<file path="config.mk">
export PLATFORM = sky130hd
export DESIGN_NAME = max_spacing_slot_allocator_top
export DESIGN_NICKNAME = d
export VERILOG_FILES = /design/src/design/mssa_pkg.sv /design/src/design/mssa_occ_mem.sv /design/src/design/mssa_gap_unit.sv /design/src/design/max_spacing_slot_allocator_top.sv
export SDC_FILE = /design/constraint.sdc
export NUM_CORES = 1
export LEC_CHECK = 0
export BUFFER_PORTS_ARGS = -buffer_cell sky130_fd_sc_hd__buf_2
export CORE_ASPECT_RATIO = 1.4
export CORE_UTILIZATION = 25
export CTS_BUF_LIST = sky130_fd_sc_hd__clkbuf_16
export CTS_CLUSTER_SIZE = 16
export DETAILED_ROUTE_END_ITERATION = 10
export PLACE_DENSITY = 0.39
export SLEW_MARGIN = 20
export SYNTH_ARGS = -nofsm -noshare
export SYNTH_HDL_FRONTEND = slang
export SYNTH_SLANG_ARGS = --single-unit
</file>
<file path="constraint.sdc">
create_clock -name clk -period 7.4 [get_ports clk]
set_input_delay 1.48 -clock clk [delete_from_list [all_inputs] [get_ports clk]]
set_output_delay 1.48 -clock clk [all_outputs]
set_load 0.1 [all_outputs]
</file>
<file path="src/design/mssa_pkg.sv">
package mssa_pkg;

  localparam int SLOT_W            = 6;
  localparam int STATUS_W          = 2;
  localparam int CFG_W             = 7;
  localparam int DEFAULT_MAX_SLOTS = 64;

  localparam logic [CFG_W-1:0] RESET_SLOT_COUNT = 7'd64;

  localparam logic KIND_ALLOC   = 1'b0;
  localparam logic KIND_RELEASE = 1'b1;

  localparam logic [STATUS_W-1:0] ST_OK           = 2'd0;
  localparam logic [STATUS_W-1:0] ST_FULL         = 2'd1;
  localparam logic [STATUS_W-1:0] ST_FREE_RELEASE = 2'd2;

  typedef struct packed {
    logic              kind;
    logic [SLOT_W-1:0] slot;
  } req_t;

  typedef struct packed {
    logic [SLOT_W-1:0]   granted_slot;
    logic [STATUS_W-1:0] status;
  } rsp_t;

  // Sequencer commands to the gap unit.
  typedef struct packed {
    logic start;
    logic step;
    logic finish;
  } gap_ctrl_t;

  typedef struct packed {
    logic first_found;
    logic pick_valid;
  } gap_stat_t;

endpackage

</file>
<file path="src/design/mssa_occ_mem.sv">
module mssa_occ_mem #(
  parameter int DEPTH = mssa_pkg::DEFAULT_MAX_SLOTS
) (
  input  logic                     clk,
  input  logic                     we,
  input  logic [$clog2(DEPTH)-1:0] waddr,
  input  logic                     wdata,
  input  logic [$clog2(DEPTH)-1:0] raddr,
  output logic                     rdata
);

  logic mem [DEPTH];

  always_ff @(posedge clk) begin
    if (we) begin
      mem[waddr] <= wdata;
    end
    rdata <= mem[raddr];
  end

endmodule

</file>
<file path="src/design/mssa_gap_unit.sv">
module mssa_gap_unit #(
  parameter int MAX_SLOTS = mssa_pkg::DEFAULT_MAX_SLOTS
) (
  input  logic                         clk,
  input  logic                         rst,
  input  mssa_pkg::gap_ctrl_t          ctrl,
  input  logic [$clog2(MAX_SLOTS)-1:0] idx,
  input  logic [$clog2(MAX_SLOTS)-1:0] last,
  output mssa_pkg::gap_stat_t          stat,
  output logic [$clog2(MAX_SLOTS)-1:0] pick
);
  import mssa_pkg::*;

  localparam int AW = $clog2(MAX_SLOTS);

  logic          first_found;
  logic          pick_valid;
  logic [AW-1:0] prev;
  logic [AW-1:0] best;
  logic [AW-1:0] oper_a;
  logic [AW-1:0] diff;
  logic [AW-1:0] cand;
  logic          better;

  // One subtractor and one comparator serve both the interior gaps and the
  // trailing gap at the end of the scan.
  always_comb begin
    oper_a = ctrl.finish ? last : idx;
    diff   = oper_a - prev;
    cand   = ctrl.finish ? diff : (diff >> 1);
    better = cand > best;
  end

  always_ff @(posedge clk) begin
    if (rst) begin
      first_found <= 1'b0;
      pick_valid  <= 1'b0;
      best        <= '0;
    end else if (ctrl.start) begin
      first_found <= 1'b0;
      pick_valid  <= 1'b0;
      best        <= '0;
    end else if (ctrl.step) begin
      if (!first_found) begin
        first_found <= 1'b1;
        if (idx != '0) begin
          best       <= idx;
          pick       <= '0;
          pick_valid <= 1'b1;
        end
      end else if (better) begin
        best       <= cand;
        pick       <= prev + cand;
        pick_valid <= 1'b1;
      end
      prev <= idx;
    end else if (ctrl.finish) begin
      if (first_found && prev != last && better) begin
        pick       <= last;
        pick_valid <= 1'b1;
      end
    end
  end

  assign stat.first_found = first_found;
  assign stat.pick_valid  = pick_valid;

  a_pick_needs_first: assert property (@(posedge clk) disable iff (rst)
    pick_valid |-> first_found)
    else $error("gap unit holds a pick without any occupied slot");

  a_start_clears: assert property (@(posedge clk) disable iff (rst)
    ctrl.start |=> (!first_found && !pick_valid))
    else $error("gap unit not cleared at scan start");

  a_step_marks_first: assert property (@(posedge clk) disable iff (rst)
    (ctrl.step && !ctrl.start) |=> first_found)
    else $error("occupied slot seen but first not recorded");

endmodule

</file>
<file path="src/design/max_spacing_slot_allocator_top.sv">
// Channel   Direction  Handshake            Beat
// in        input      in_valid / in_stall   req_t: kind, slot
// out       output     out_valid / out_stall rsp_t: granted_slot, status
// cfg       input      cfg_valid / cfg_ready slot_count write data
//
// An allocate reads the occupancy memory one slot per cycle through a single
// gap unit, then passes through S_FINISH and S_PICK before its result is sent.
// A release does one memory read, then the update; an out-of-range slot skips both.
// After reset a clearing pass zeroes all MAX_SLOTS words of the memory; in_stall
// stays high during it. The result register lets an item's result wait on
// out_stall while the next item is accepted.
module max_spacing_slot_allocator_top #(
  parameter int MAX_SLOTS = mssa_pkg::DEFAULT_MAX_SLOTS
) (
  input  logic                         clk,
  input  logic                         rst,
  input  logic                         in_valid,
  output logic                         in_stall,
  input  mssa_pkg::req_t               in_data,
  output logic                         out_valid,
  input  logic                         out_stall,
  output mssa_pkg::rsp_t               out_data,
  input  logic                         cfg_valid,
  output logic                         cfg_ready,
  input  logic [mssa_pkg::CFG_W-1:0]   cfg_data
);
  import mssa_pkg::*;

  localparam int AW = $clog2(MAX_SLOTS);
  localparam int EW = (AW > CFG_W ? AW : CFG_W) + 1;

  typedef enum logic [2:0] {
    S_CLEAR,
    S_IDLE,
    S_SCAN,
    S_FINISH,
    S_PICK,
    S_REL_WAIT,
    S_RESULT
  } state_t;

  state_t                state;
  logic [CFG_W-1:0]      slot_count;
  logic [AW-1:0]         clr_cnt;
  logic [AW-1:0]         idx;
  logic [AW-1:0]         rel_addr;
  logic [SLOT_W-1:0]     res_slot;
  logic [STATUS_W-1:0]   res_status;

  logic [EW-1:0]         cnt_ext;
  logic [EW-1:0]         eff_cnt;
  logic [EW-1:0]         eff_m1;
  logic [AW-1:0]         last;
  logic [EW-1:0]         slot_ext;
  logic                  slot_in_range;
  logic [AW-1:0]         slot_addr;
  logic [EW-1:0]         pick_ext;

  logic                  mem_we;
  logic [AW-1:0]         mem_waddr;
  logic                  mem_wdata;
  logic [AW-1:0]         mem_raddr;
  logic                  mem_rdata;

  gap_ctrl_t             gap_ctrl;
  gap_stat_t             gap_stat;
  logic [AW-1:0]         gap_pick;

  assign in_stall  = (state != S_IDLE);
  assign cfg_ready = 1'b1;

  // A count of zero behaves as one; counts above the store size are clamped.
  always_comb begin
    cnt_ext = EW'(slot_count);
    if (slot_count == '0) begin
      eff_cnt = EW'(1);
    end else if (cnt_ext > EW'(MAX_SLOTS)) begin
      eff_cnt = EW'(MAX_SLOTS);
    end else begin
      eff_cnt = cnt_ext;
    end
    eff_m1        = eff_cnt - EW'(1);
    last          = eff_m1[AW-1:0];
    slot_ext      = EW'(in_data.slot);
    slot_in_range = slot_ext < EW'(MAX_SLOTS);
    slot_addr     = slot_ext[AW-1:0];
    pick_ext      = EW'(gap_pick);
  end

  always_comb begin
    gap_ctrl.start  = (state == S_IDLE) && in_valid && (in_data.kind == KIND_ALLOC);
    gap_ctrl.step   = (state == S_SCAN) && mem_rdata;
    gap_ctrl.finish = (state == S_FINISH);
  end

  always_comb begin
    mem_we    = 1'b0;
    mem_waddr = clr_cnt;
    mem_wdata = 1'b0;
    case (state)
      S_CLEAR: begin
        mem_we = 1'b1;
      end
      S_PICK: begin
        // An empty store gives slot 0; no pick at all means the store is full.
        if (!gap_stat.first_found) begin
          mem_we    = 1'b1;
          mem_waddr = '0;
          mem_wdata = 1'b1;
        end else if (gap_stat.pick_valid) begin
          mem_we    = 1'b1;
          mem_waddr = gap_pick;
          mem_wdata = 1'b1;
        end
      end
      S_REL_WAIT: begin
        mem_we    = mem_rdata;
        mem_waddr = rel_addr;
      end
      default: begin
        mem_we = 1'b0;
      end
    endcase
  end

  always_comb begin
    case (state)
      S_IDLE:  mem_raddr = (in_data.kind == KIND_RELEASE) ? slot_addr : '0;
      S_SCAN:  mem_raddr = idx + AW'(1);
      default: mem_raddr = idx;
    endcase
  end

  mssa_occ_mem #(
    .DEPTH (MAX_SLOTS)
  ) u_mem (
    .clk   (clk),
    .we    (mem_we),
    .waddr (mem_waddr),
    .wdata (mem_wdata),
    .raddr (mem_raddr),
    .rdata (mem_rdata)
  );

  mssa_gap_unit #(
    .MAX_SLOTS (MAX_SLOTS)
  ) u_gap (
    .clk  (clk),
    .rst  (rst),
    .ctrl (gap_ctrl),
    .idx  (idx),
    .last (last),
    .stat (gap_stat),
    .pick (gap_pick)
  );

  always_ff @(posedge clk) begin
    if (rst) begin
      state      <= S_CLEAR;
      clr_cnt    <= '0;
      out_valid  <= 1'b0;
      slot_count <= RESET_SLOT_COUNT;
    end else begin
      if (cfg_valid && cfg_ready) begin
        slot_count <= cfg_data;
      end
      // In S_RESULT the case below decides out_valid on its own.
      if (out_valid && !out_stall && state != S_RESULT) begin
        out_valid <= 1'b0;
      end
      case (state)
        S_CLEAR: begin
          clr_cnt <= clr_cnt + AW'(1);
          if (clr_cnt == AW'(MAX_SLOTS - 1)) begin
            state <= S_IDLE;
          end
        end
        S_IDLE: begin
          if (in_valid) begin
            if (in_data.kind == KIND_RELEASE) begin
              res_slot <= in_data.slot;
              rel_addr <= slot_addr;
              if (slot_in_range) begin
                state <= S_REL_WAIT;
              end else begin
                res_status <= ST_FREE_RELEASE;
                state      <= S_RESULT;
              end
            end else begin
              idx   <= '0;
              state <= S_SCAN;
            end
          end
        end
        S_SCAN: begin
          // Read data for slot idx is on mem_rdata this cycle.
          if (idx == last) begin
            state <= S_FINISH;
          end else begin
            idx <= idx + AW'(1);
          end
        end
        S_FINISH: begin
          state <= S_PICK;
        end
        S_PICK: begin
          if (!gap_stat.first_found) begin
            res_slot   <= '0;
            res_status <= ST_OK;
          end else if (gap_stat.pick_valid) begin
            res_slot   <= pick_ext[SLOT_W-1:0];
            res_status <= ST_OK;
          end else begin
            res_slot   <= '0;
            res_status <= ST_FULL;
          end
          state <= S_RESULT;
        end
        S_REL_WAIT: begin
          res_status <= mem_rdata ? ST_OK : ST_FREE_RELEASE;
          state      <= S_RESULT;
        end
        S_RESULT: begin
          if (!out_valid || !out_stall) begin
            out_data.granted_slot <= res_slot;
            out_data.status       <= res_status;
            out_valid             <= 1'b1;
            state                 <= S_IDLE;
          end
        end
        default: begin
          state <= S_IDLE;
        end
      endcase
    end
  end

  a_clear_stalls: assert property (@(posedge clk) disable iff (rst)
    (state == S_CLEAR) |-> in_stall)
    else $error("input accepted during the clearing pass");

  a_scan_no_write: assert property (@(posedge clk) disable iff (rst)
    (state == S_SCAN || state == S_IDLE) |-> !mem_we)
    else $error("occupancy written outside an update step");

  a_status_code: assert property (@(posedge clk) disable iff (rst)
    out_valid |-> (out_data.status == ST_OK || out_data.status == ST_FULL ||
                   out_data.status == ST_FREE_RELEASE))
    else $error("result carries an undefined status");

  a_full_slot_zero: assert property (@(posedge clk) disable iff (rst)
    (out_valid && out_data.status == ST_FULL) |-> (out_data.granted_slot == '0))
    else $error("full status with a nonzero slot");

endmodule

</file>
After elaboration in Yosys (flattened, before gate mapping)
Memory sizes are Yosys's and may differ from the RTL's. A register that Yosys moved wholly into a read port is not among the register bits.
Index checks and enable logic that the tools add are counted.

operators by class
  add/subtract/negate cells = 5
  bitwise gates (word level) = 3
  magnitude comparators = 2
  mux-type cells = 52
  reduce and logical (&&, ||, !) cells = 31
  eq/ne operators = 21

operators with widths
  kind                                                                   number
  6-bit 2-to-1 mux                                                       23
  6-bit case mux with 2 select lines                                     4
  3-bit case mux with 6 select lines                                     1
  1-bit 2-to-1 mux                                                       16
  4-bit AND reduction                                                    4
  3-bit 2-to-1 mux                                                       5
  2-bit != test, second input constant                                   7
  6-bit by 1-bit adder with 6-bit output, second input constant          2
  2-bit nonzero test                                                     6
  3-bit equality test, second input constant                             3
  3-bit AND reduction                                                    3
  7-bit > comparator, second input constant                              1
  1-bit logical AND                                                      7
  7-bit zero test                                                        1
  6-bit adder                                                            1
  3-bit by 2-bit equality test with 1-bit output, second input constant  2
  6-bit equality test                                                    1
  6-bit equality test, second input constant                             1
  6-bit > comparator                                                     1
  3-bit by 1-bit != test with 1-bit output, second input constant        2
  3-bit != test, second input constant                                   2
  6-bit != test                                                          1
  6-bit AND reduction                                                    1
  6-bit nonzero test                                                     1
  other kinds (14)                                                       18

storage, ports and cells
  input bits = 19
  bits in writable memories = 64
  memories kept = 1
  output and inout bits = 11
  flip-flop bits (word level) = 65

memory list
  memory     depth  width  rd ports  clocked after memory_dff  write ports  RTL line            source
  u_mem.mem  64     1      1         1                         1            mssa_occ_mem.sv:12  logic mem [DEPTH];

Logic depth before layout (Yosys ltp)
  word-level depth = 12
  depth in mapped cells = 24

Hierarchy
From an unflattened synthesis, not the netlist that was laid out.

unflattened totals
  cells, all modules = 625
  area, all modules = 6,927.9 um2

by module, submodules not included
  module                          cells each  times used  area an instance (um2)  seq. area each (um2)
  mssa_occ_mem                    224         1           2,956.6                 1,941.9
  max_spacing_slot_allocator_top  232         1           2,347.3                 1,181.1
  mssa_gap_unit                   169         1           1,624.1                 520.5

Worst setup path before layout
OpenSTA, ideal clock, no wires.

  kind = register to register
  start = register slot_count[1]
  end = register u_gap.pick[0] (enable)
  data arrival time = 4.664 ns
  path buffers = 1
  setup time = 0.267 ns
  cell stages (with the launch flop) = 24
  setup slack = 2.469 ns
  cells stage by stage = dfxtp_1 > or4_1 > nor2_1 > nor2_1 > nor2_2 > inv_1 > ha_1 > o21ai_0 > inv_1 > fa_1 > xor2_1 > nor2_1 > nor2_1 > inv_1 > ha_1 > nor2b_1 > o21a_1 > o21a_1 > o211ai_1 > a21oi_1 > o21ai_0 > clkbuf_1 > o21ai_0 > and2_1

on the way
  cells in the longest elaborated chain, start to end = 11
  elaborated cells on any way between the ends = 15

ends and longest elaborated chain
  what                                             RTL line                               source
  from (decl)                                      max_spacing_slot_allocator_top.sv:43   logic [CFG_W-1:0] slot_count;
  from (signal assigned)                           max_spacing_slot_allocator_top.sv:165  slot_count <= cfg_data;
  7-bit > comparator                               max_spacing_slot_allocator_top.sv:77   end else if (cnt_ext > EW'(MAX_SLOTS)) begin
  6-bit 2-to-1 mux                                 max_spacing_slot_allocator_top.sv:77
  6-bit 2-to-1 mux (*)                             max_spacing_slot_allocator_top.sv:75   if (slot_count == '0) begin
  6-bit by 1-bit subtractor with 6-bit output (*)  max_spacing_slot_allocator_top.sv:82   eff_m1 = eff_cnt - EW'(1);
  6-bit 2-to-1 mux                                 mssa_gap_unit.sv:28                    oper_a = ctrl.finish ? last : idx;
  6-bit subtractor                                 mssa_gap_unit.sv:29                    diff = oper_a - prev;
  6-bit 2-to-1 mux                                 mssa_gap_unit.sv:30                    cand = ctrl.finish ? diff : (diff >> 1);
  6-bit > comparator                               mssa_gap_unit.sv:31                    better = cand > best;
  1-bit logical AND                                mssa_gap_unit.sv:58                    if (first_found && prev != last && better) begin
  2-bit nonzero test (no source line)              -
  6-bit AND reduction (no source line) (*)         -
  to (signal assigned)                             mssa_gap_unit.sv:53                    pick <= prev + cand;
  to (signal assigned)                             mssa_gap_unit.sv:59                    pick <= last;
  to (decl)                                        mssa_gap_unit.sv:10                    output logic [$clog2(MAX_SLOTS)-1:0] pick

Mark *: on every way between the ends. The rest lies on a longest branch, timed or not.
A chain may end at the register's enable or synchronous reset.

Worst setup path after layout
  start = register slot_count[1]
  end = register u_gap.pick[5] (enable)

Same word-level chain as after synthesis.

==> results.sh <==
export IMPL_grt_pass1_vias=5193
export IMPL_placed_area_sq_mm=0.007477
export IMPL_worstPathArrival_ps=5360
export IMPL_final_util=0.2981
export IMPL_core_sq_mm=0.02709
export IMPL_syn_avg_cell_area_sq_um=10.29
export IMPL_dp_hpwl_um=14380
export IMPL_r2r_slack_ps=2140
export IMPL_syn_num_nets=715
export IMPL_rows=71
export IMPL_ios=30
export IMPL_vias_per_cell=4.631
export IMPL_routed_wl_um=19390
export IMPL_internal_power_uw=1690
export IMPL_ctsHoldBuffers=0
export IMPL_cts_setup_buffers=0
export IMPL_first_pass_iters=4
export IMPL_fin_crit_ps=5257
export IMPL_critPathLaunchType="flip-flop"
export IMPL_critPathRequiredTime_ps=7500
export IMPL_ctsResizeCount=0
export IMPL_min_path_type="flip-flop to flip-flop"
export IMPL_syn_to_final_growth_pct=16.49
export IMPL_skew_ps=7.943
export IMPL_post_place_ws_ps=2191
export IMPL_seqPwrFrac=0.360
export IMPL_rsz0062_at_grt="no"
export IMPL_ir_drop_mv=0.1594
export IMPL_tightest_slew_ps=1023
export IMPL_fin_crit_sh=0.7105
export IMPL_grt_overflow_total=0
export IMPL_track_usage=0.1443
export IMPL_antennaDiodeCount=0
export IMPL_drt_initial_drc_count=307
export IMPL_ys_ff_latch=130
export IMPL_p_clk_frac=0.330
export IMPL_synth_edf_count=104
export IMPL_cts_root_buf="clkbuf_16"
export IMPL_synthArstFlopShare=0
export IMPL_cts_max_level=4
export IMPL_tns_ps=0
export IMPL_clock_sinks=130
export IMPL_grt_start_max_net_pins=35
export IMPL_clk_path_buf_depth=2
export IMPL_synth_yosys_seq_area_share=0.5254
export IMPL_setup_violations=0
export IMPL_drtAntennaViolNets=0
export IMPL_p_sw_uw=889.0
export IMPL_fp_dieW_um=142.8
export IMPL_worstPathMaxFanout=11
export IMPL_hold_viol=0
export IMPL_finish_instance_area_sq_mm=0.008078
export IMPL_synth_area_sq_mm=0.006934
export IMPL_drcViolationCount=0
export IMPL_clkTransAtPathRegs_ps=60
export IMPL_switching_share=0.3447
export IMPL_start_util=0.2559
export IMPL_yosysWarnings=0
export IMPL_slew_viol_final=0
export IMPL_comb_power_share=0.311
export IMPL_synth_distinct_cells=68
export IMPL_p_leak_uw=0.002923
export IMPL_relSlewSlack=0.3130
export IMPL_grt_first_pass_wirelength_um=29840
export IMPL_die_h_um=199.1
export IMPL_gp_congestion=0.8961
export IMPL_fmax_ghz=0.1902
export IMPL_tritoncts="yes"
export IMPL_worst_setup_path_end_kind="flip-flop"
export IMPL_power_density_mw_per_mm2=319.2
export IMPL_synthCells=674
export IMPL_clkLatencyLatePin_ps=420
export IMPL_path_class="flip-flop to flip-flop"
export IMPL_fp_dieArea_sq_mm=0.02842
export IMPL_synthFlopType="edfxtp_1"
export IMPL_antenna_found_initial=4
export IMPL_cap_violations=0
export IMPL_worst_slack_ps=2143
export IMPL_drive_gt1_frac=0.1273
export IMPL_cts_buffers=17
export IMPL_wire_per_inst_um=17.95
export IMPL_port_buffers=28
export IMPL_final_nets=743
export IMPL_status="finished, final reports clean"
export IMPL_vias=5002
export IMPL_nFillCells=2805
## power groups by stage
stage / Combinational [uW] / Sequential [uW] / Clock (uW)
finish: 801 / 928 / 850
global route: 885 / 934 / 899
CTS: 811 / 928 / 870
detailed placement: 807 / 943 / 0
global placement: 792 / 944 / 0
floorplan: 602 / 918 / 0
## critical path, stage by stage, from the launching register on
cell and delay, ps:
dfxtp_1 330, or4_1 530, nor2_1 100, nor2_1 50, nor2_2 220, inv_1 80
ha_1 220, xnor2_1 420, o21ai_0 150, ha_1 370, o21ai_0 130, a21boi_0 160
o21ai_0 190, nand2b_1 120, xnor2_1 140, mux2i_1 300, ha_1 310, nand4_1 90
o21ai_0 70, a21oi_1 210, o21ai_0 110, buf_4 200, o21ai_0 120, and2_1 310
## final timing paths
path | start | to | depth (start not counted)
setup / recovery | slot_count[1] | u_gap.pick[5] | 23
setup reg to reg | slot_count[1] | u_gap.pick[5] | 23
hold reg to reg | res_slot[0] | out_data[2] | 0
hold / removal | res_slot[0] | out_data[2] | 0
## cell usage in the layout, fill, tap and decap left out, types with 4 or more instances in the layout
cell and instances:
a21o_1 5, a21oi_1 30, a22o_1 4, a22oi_1 4, and2_1 9, and3_1 8, buf_2 28, buf_4 8
clkbuf_16 17, dfxtp_1 26, edfxtp_1 104, ha_1 20, inv_1 33, mux2i_1 20, mux4_2 7, nand2_1 77
nand2b_1 7, nand3_1 21, nand4_1 7, nor2_1 123, nor2b_1 9, nor3_1 8, o211ai_1 4, o21a_1 4
o21ai_0 23, or3_1 4, xnor2_1 20, xor2_1 11
## area by class of cell
type | count | area (sq um) | area share
sequential | 130 | 3643 | 0.4511
multi-input combinational | 482 | 3030 | 0.3752
tap | 365 | 456.7 | 0.05654
clock buffer | 17 | 425.4 | 0.05266
timing repair buffer | 38 | 232.7 | 0.02881
clock inverter | 15 | 165.2 | 0.02045
inverter | 33 | 123.9 | 0.01533
## layer usage
layer	track usage	up-vias	part of all wire
met2	0.2796	82	0.55
met3	0.03115	31	0.033
met4	0.05217	8	0.023
met5	0	-	0.0022
li1	-	2447	-
met1	0.1499	2434	0.39
## kinds of logic after synthesis
kind of cell,Yosys count,synth area share
xor gates and xnor gates,31,0.03916
DFF,130,0.5254
muxes,27,0.05161
AOI/OAI and AO/OA,110,0.1068
other,1,0.0005408
adders and majority gates,22,0.04186
buffers and inverters,62,0.04132
and+or+nand+nor,291,0.1933
## metrics by stage
stage	instances	power (uW)	hold slack [ps]
CTS	1079	2610	423.9
finish	1080	2579	423.3
global route	1080	2718	424.5
floorplan	674	1520	400.3
detailed placement	1047	1751	412.8
global placement	1046	1735	402.4
## flip-flops by register name, summed over array words and instances (netlist names)
| register | cells |
|---|---|
| u_mem.mem | 64 |
| out_data | 8 |
| slot_count | 7 |
| clr_cnt | 6 |
| idx | 6 |
| rel_addr | 6 |
| res_slot | 6 |
| u_gap.best | 6 |
| u_gap.pick | 6 |
| u_gap.prev | 6 |
| state | 3 |
| res_status | 2 |
| out_valid | 1 |
| u_gap.first_found | 1 |
| u_gap.pick_valid | 1 |
| u_mem.rdata | 1 |
## cell usage after synthesis, types with 8 or more instances
cell,count,area (sq um)
xor2_1,11,96.34
nor2b_1,10,62.56
nand3_1,21,105.1
xnor2_1,20,175.2
ha_1,20,250.2
edfxtp_1,104,3123
o21ai_0,23,115.1
mux2i_1,20,200.2
a21oi_1,30,150.1
and3_1,8,50.05
nor3_1,8,40.04
dfxtp_1,26,520.5
nor2_1,123,461.7
clkbuf_1,15,56.30
inv_1,33,123.9
and2_1,9,56.30
nand2_1,77,289.0
Note: power is estimated with default switching activity, not from simulation.
